[config.mk]
export PLATFORM = sky130hd
export DESIGN_NAME = bsa_ctrl
export DESIGN_NICKNAME = d
export VERILOG_FILES = /design/src/sv/bsa_pkg.sv /design/src/sv/bsa_ctrl.sv
export SDC_FILE = /design/constraint.sdc
export NUM_CORES = 1
export LEC_CHECK = 0
export ABC_AREA = 1
export BUFFER_PORTS_ARGS = -buffer_cell sky130_fd_sc_hd__buf_2
export CAP_MARGIN = 25
export CORE_AREA = 2 2 39 41
export CTS_CLUSTER_DIAMETER = 100
export DETAILED_ROUTE_END_ITERATION = 12
export DIE_AREA = 0 0 41 43
export PLACE_DENSITY = 0.57
export SLEW_MARGIN = 10
export SYNTH_ARGS = -nofsm -noshare
export SYNTH_HDL_FRONTEND = slang
export SYNTH_SLANG_ARGS = --single-unit
[constraint.sdc]
create_clock -name aclk -period 1 [get_ports aclk]
set_input_delay 0.2 -clock aclk [delete_from_list [all_inputs] [get_ports aclk]]
set_output_delay 0.2 -clock aclk [all_outputs]
set_load 0.05 [all_outputs]
[src/sv/bsa_pkg.sv]
// ----------------------------------------------------------------------------
// bsa_pkg
// shared types and constants of the bitmap slot allocator
// ----------------------------------------------------------------------------
`default_nettype none

package bsa_pkg;

    // build defaults
    localparam int SLOTS_DEF       = 256;
    localparam int RECORD_BITS_DEF = 64;

    // field widths
    localparam int CMD_W     = 3;
    localparam int SLOT_W    = 11;
    localparam int DATA_W    = 64;
    localparam int STATUS_W  = 3;
    localparam int RSLOT_W   = 8;
    localparam int PAGE_W    = 16;
    localparam int USED_W    = 9;
    localparam int SIU_W     = 9;

    // stream packing
    localparam int IN_TDATA_W   = 80;
    localparam int OUT_FIELDS_W = RSLOT_W + PAGE_W + DATA_W + USED_W + 2;
    localparam int OUT_TDATA_W  = 104;
    localparam int OUT_PAD_W    = OUT_TDATA_W - OUT_FIELDS_W;

    // configuration port
    localparam int CFG_INDEX_W = 8;
    localparam int CFG_DATA_W  = 16;
    localparam logic [CFG_INDEX_W-1:0] CFG_SLOTS_IN_USE = 8'd0;
    localparam logic [CFG_INDEX_W-1:0] CFG_PAGE_NUMBER  = 8'd1;
    localparam logic [SIU_W-1:0]       SIU_RESET        = 9'd256;

    // occupancy bitmap word
    localparam int MAP_WORD_BITS = 32;
    localparam int BIT_IDX_W     = 5;

    typedef enum logic [CMD_W-1:0] {
        CMD_INSERT   = 3'd0,
        CMD_DELETE   = 3'd1,
        CMD_GET      = 3'd2,
        CMD_GET_NEXT = 3'd3,
        CMD_UPDATE   = 3'd4
    } cmd_t;

    typedef enum logic [STATUS_W-1:0] {
        STS_OK      = 3'd0,
        STS_RANGE   = 3'd1,
        STS_EMPTY   = 3'd2,
        STS_NO_FREE = 3'd3,
        STS_END     = 3'd4
    } status_t;

    // controller to datapath
    typedef struct packed {
        logic accept;   // latch request
        logic clear;    // clear one bitmap word
        logic decode;   // range checks, first bitmap read
        logic eval;     // evaluate bitmap word
        logic capture;  // take record read data
        logic load;     // load output register
    } ctrl_cmd_t;

    // datapath to controller
    typedef struct packed {
        logic clear_last;
        logic dec_done;
        logic ev_more;
        logic ev_rec;
        logic out_free;
    } dp_sts_t;

endpackage

`default_nettype wire

[src/sv/bsa_ctrl.sv]
// ----------------------------------------------------------------------------
// bsa_ctrl
// sequencer of the bitmap slot allocator: clear pass, then one request at a time
// ----------------------------------------------------------------------------
`default_nettype none

module bsa_ctrl
    import bsa_pkg::*;
(
    input  wire logic       aclk,
    input  wire logic       aresetn,
    input  wire logic       s_tvalid,
    output logic            s_tready,
    input  wire dp_sts_t    sts,
    output ctrl_cmd_t       cmd
);

    typedef enum logic [5:0] {
        ST_CLEAR  = 6'b000001,
        ST_IDLE   = 6'b000010,
        ST_DECODE = 6'b000100,
        ST_EVAL   = 6'b001000,
        ST_RDATA  = 6'b010000,
        ST_DONE   = 6'b100000
    } state_t;

    state_t state_reg;
    state_t state_next;

    always_ff @(posedge aclk) begin
        if (!aresetn) begin
            state_reg <= ST_CLEAR;
        end else begin
            state_reg <= state_next;
        end
    end

    always_comb begin
        state_next = state_reg;
        cmd        = '0;
        s_tready   = 1'b0;
        unique case (state_reg)
            ST_CLEAR: begin
                cmd.clear = 1'b1;
                if (sts.clear_last) begin
                    state_next = ST_IDLE;
                end
            end
            ST_IDLE: begin
                s_tready = 1'b1;
                if (s_tvalid) begin
                    cmd.accept = 1'b1;
                    state_next = ST_DECODE;
                end
            end
            ST_DECODE: begin
                cmd.decode = 1'b1;
                state_next = sts.dec_done ? ST_DONE : ST_EVAL;
            end
            ST_EVAL: begin
                cmd.eval = 1'b1;
                if (sts.ev_more) begin
                    state_next = ST_EVAL;
                end else if (sts.ev_rec) begin
                    state_next = ST_RDATA;
                end else begin
                    state_next = ST_DONE;
                end
            end
            ST_RDATA: begin
                cmd.capture = 1'b1;
                state_next  = ST_DONE;
            end
            ST_DONE: begin
                if (sts.out_free) begin
                    cmd.load   = 1'b1;
                    state_next = ST_IDLE;
                end
            end
            default: begin
                state_next = ST_CLEAR;
            end
        endcase
    end

endmodule

`default_nettype wire

==> impl_metrics.py <==
metrics = {
    "status": {
        "status": "finished with violations",
        "violations": "setup timing",
    },
    "layout": {
        "fin_area_um2": 791,
        "final_nets": 103,
        "diodes": 0,
        "utilization_pct": 57.1,
        "syn_to_final_growth_pct": 98.7,
        "drive_above_1_share_pct": 64.5,
        "largest_reg_flops": 6,
    },
    "global_route": {
        "first_global_vias": 436,
        "grt_overflow": 0,
        "grt_max_degree": 6,
        "grt_pass1_wl_um": 1740,
        "antenna_found_initial": 0,
        "track_usage_pct": 14.9,
    },
    "floorplanning": {
        "core_area_mm2": 0.00138,
        "die_h_um": 43,
        "die_area_mm2": 0.00176,
        "rows": 14,
        "die_w_um": 41,
        "start_util_pct": 28.8,
        "io-pin-count": 15,
    },
    "setup_path": {
        "startpoint": "state_reg[4]",
        "crit_required_ps": 800,
        "cp-end-kind": "output pin",
        "critPathKind": "flip-flop to output pin",
        "path_max_fanout": 5,
        "reg2reg_from": "state_reg[2]",
        "ff2ff_setup_slack_ps": -170,
        "start_kind": "flip-flop",
        "arrival_ps": 1180,
    },
    "cts": {
        "h-tree-depth": 1,
        "cts_sinks": 6,
        "cts_tree": "done",
        "cts-root-buf": "clkbuf_4",
        "cts_max_path_buffers": 2,
        "clk_latency_ps": 240,
        "clk_pin_slew_worst_paths_ps": 40,
        "cts_buffers": 3,
    },
    "synth": {
        "synthCells": 64,
        "ys_top_cells_by_count": "inv_1, nor2_1, nand2_1",
        "synth.distinct_cells": 15,
        "syn_avg_cell_area_um2": 6.22,
        "synthTopCellsByArea": "dfxtp_1, inv_1, nor2_1",
        "syn_area_um2": 398,
        "yosys.area.top_type_share_pct": 30.2,
        "yosys_warnings": 0,
        "synthArstFlopShare_pct": 0,
        "synth_seq_cells": 6,
        "synth_edf_count": 0,
        "synth-main-ff-cell": "dfxtp_1",
        "synthesis.nets": 72,
        "ys_seq_area_share_pct": 30.2,
        "yosysTopAreaCell": "dfxtp_1",
        "synth_most_common_cell": "inv_1",
    },
    "placed_design": {
        "dpl_cell_area_um2": 633,
        "dp_hpwl_um": 762,
        "gp_congestion": 0.758,
        "pre_cts_ws_ps": -247,
        "io_buffer_count": 14,
    },
    "sta": {
        "clock_skew_ps": 3.10,
        "final.min_clock_period_ps": 1380,
        "tightest_slew_ps": 226,
        "grt_setup_unrepaired": "yes",
        "relSlewSlack_pct": 84.9,
        "report.final.setup_viol": 13,
        "worst_slack_ps": -381,
        "max_freq_ghz": 0.724,
        "period_share_pct": 138,
        "slew_viol_final": 0,
        "hold_violations": 0,
        "setup-tns-final_ps": -3060,
    },
    "route": {
        "wirelength_um": 998,
        "via_count": 463,
        "firstDrtPassIters": 3,
        "wl_per_cell_um": 9.16,
        "drc": 0,
        "ant_nets": 0,
        "avgViaCountPerCell": 4.25,
        "drt_iter0_markers": 6,
    },
    "hold_path": {
        "min_from": "sts[2]",
        "hold_class": "input pin to flip-flop",
    },
    "power": {
        "p_leak_nw": 0.358,
        "ir_drop_mv": 0.720,
        "power.density_mw_per_mm2": 1130,
    },
    "job": {
        "drv_cap": 0,
    },
}
layout make-up:
cell class | instances | area [um2]
well taps | 16 | 20.0
clock buffers | 3 | 22.5
flip-flops and latches | 6 | 128
inverters | 17 | 80.1
repair buffers | 26 | 234
multi-input cells | 41 | 307
fillers | 138 | 593
worst max-delay path, stage by stage (launching register included):
cell     delay [ps]
dfxtp_2         330
nor2_4          200
nand3_4         140
nor2_4          120
buf_8           150
cells in the final DEF (no fill, tap or decap), types with 2 or more instances in the layout:
| cell type | synthesis | routed |
|---|---|---|
| clkinvlp_4 | 0 | 3 |
| a21oi_1 | 3 | 3 |
| nand2_2 | 0 | 2 |
| nand3_2 | 2 | 5 |
| buf_8 | 0 | 5 |
| inv_2 | 1 | 2 |
| clkbuf_4 | 0 | 3 |
| dfxtp_2 | 0 | 6 |
| inv_1 | 15 | 11 |
| nand2_1 | 8 | 6 |
| buf_6 | 0 | 5 |
| nand3_1 | 6 | 2 |
| nor2_4 | 2 | 8 |
| buf_4 | 0 | 9 |
| nand4_1 | 2 | 2 |
| nor2_1 | 12 | 8 |
| buf_2 | 0 | 7 |
what timing repair did:
action                                  CTS  global route
buffers inserted                          2             2
cloned                                    0             0
pin swaps                                 9             5
gates resized for setup                  29             3
endpoints found under the setup margin   12            12
hold buffers                              0             0
worst paths after layout:
path             endpoint  cells past startpoint
max                cmd[5]                      4
min reg2reg  state_reg[3]                      4
max reg2reg  state_reg[1]                      7
min          state_reg[4]                      2
layer usage:
layer  track usage (%)  up-vias  routed length (um)
li1                  -      253                   -
met1              18.6      196                 409
met2              21.9       10                 521
met3              3.14        4                  23
met4              10.0        0                  43
met5                 0        -                   0
per-stage QoR:
| stage | total power, mW | hold WS [ps] | std cells |
|---|---|---|---|
| after global placement | 0.595 | 402 | 103 |
| after floorplan | 0.513 | 269 | 64 |
| after detailed placement | 0.595 | 407 | 103 |
| final | 0.895 | 171 | 109 |
| after global routing | 0.966 | 158 | 109 |
| after CTS | 0.897 | 167 | 107 |
logic make-up (layout without fill, tap and decap cells):
group                  Yosys count  in the layout  share of synthesized area (%)
AOI/OAI and AO/OA                3              3                           3.77
and+or+nand+nor                 38             38                           50.0
buffers and inverters           17             46                           16.0
DFF                              6              6                           30.2
power breakdown:
group	internal, mW	switching, mW	leakage [nW]
combinational	0.171	0.218	0.293
clock	0.135	0.0827	0.0138
sequential	0.262	0.0261	0.0509
(Power assumes the default switching activity.)
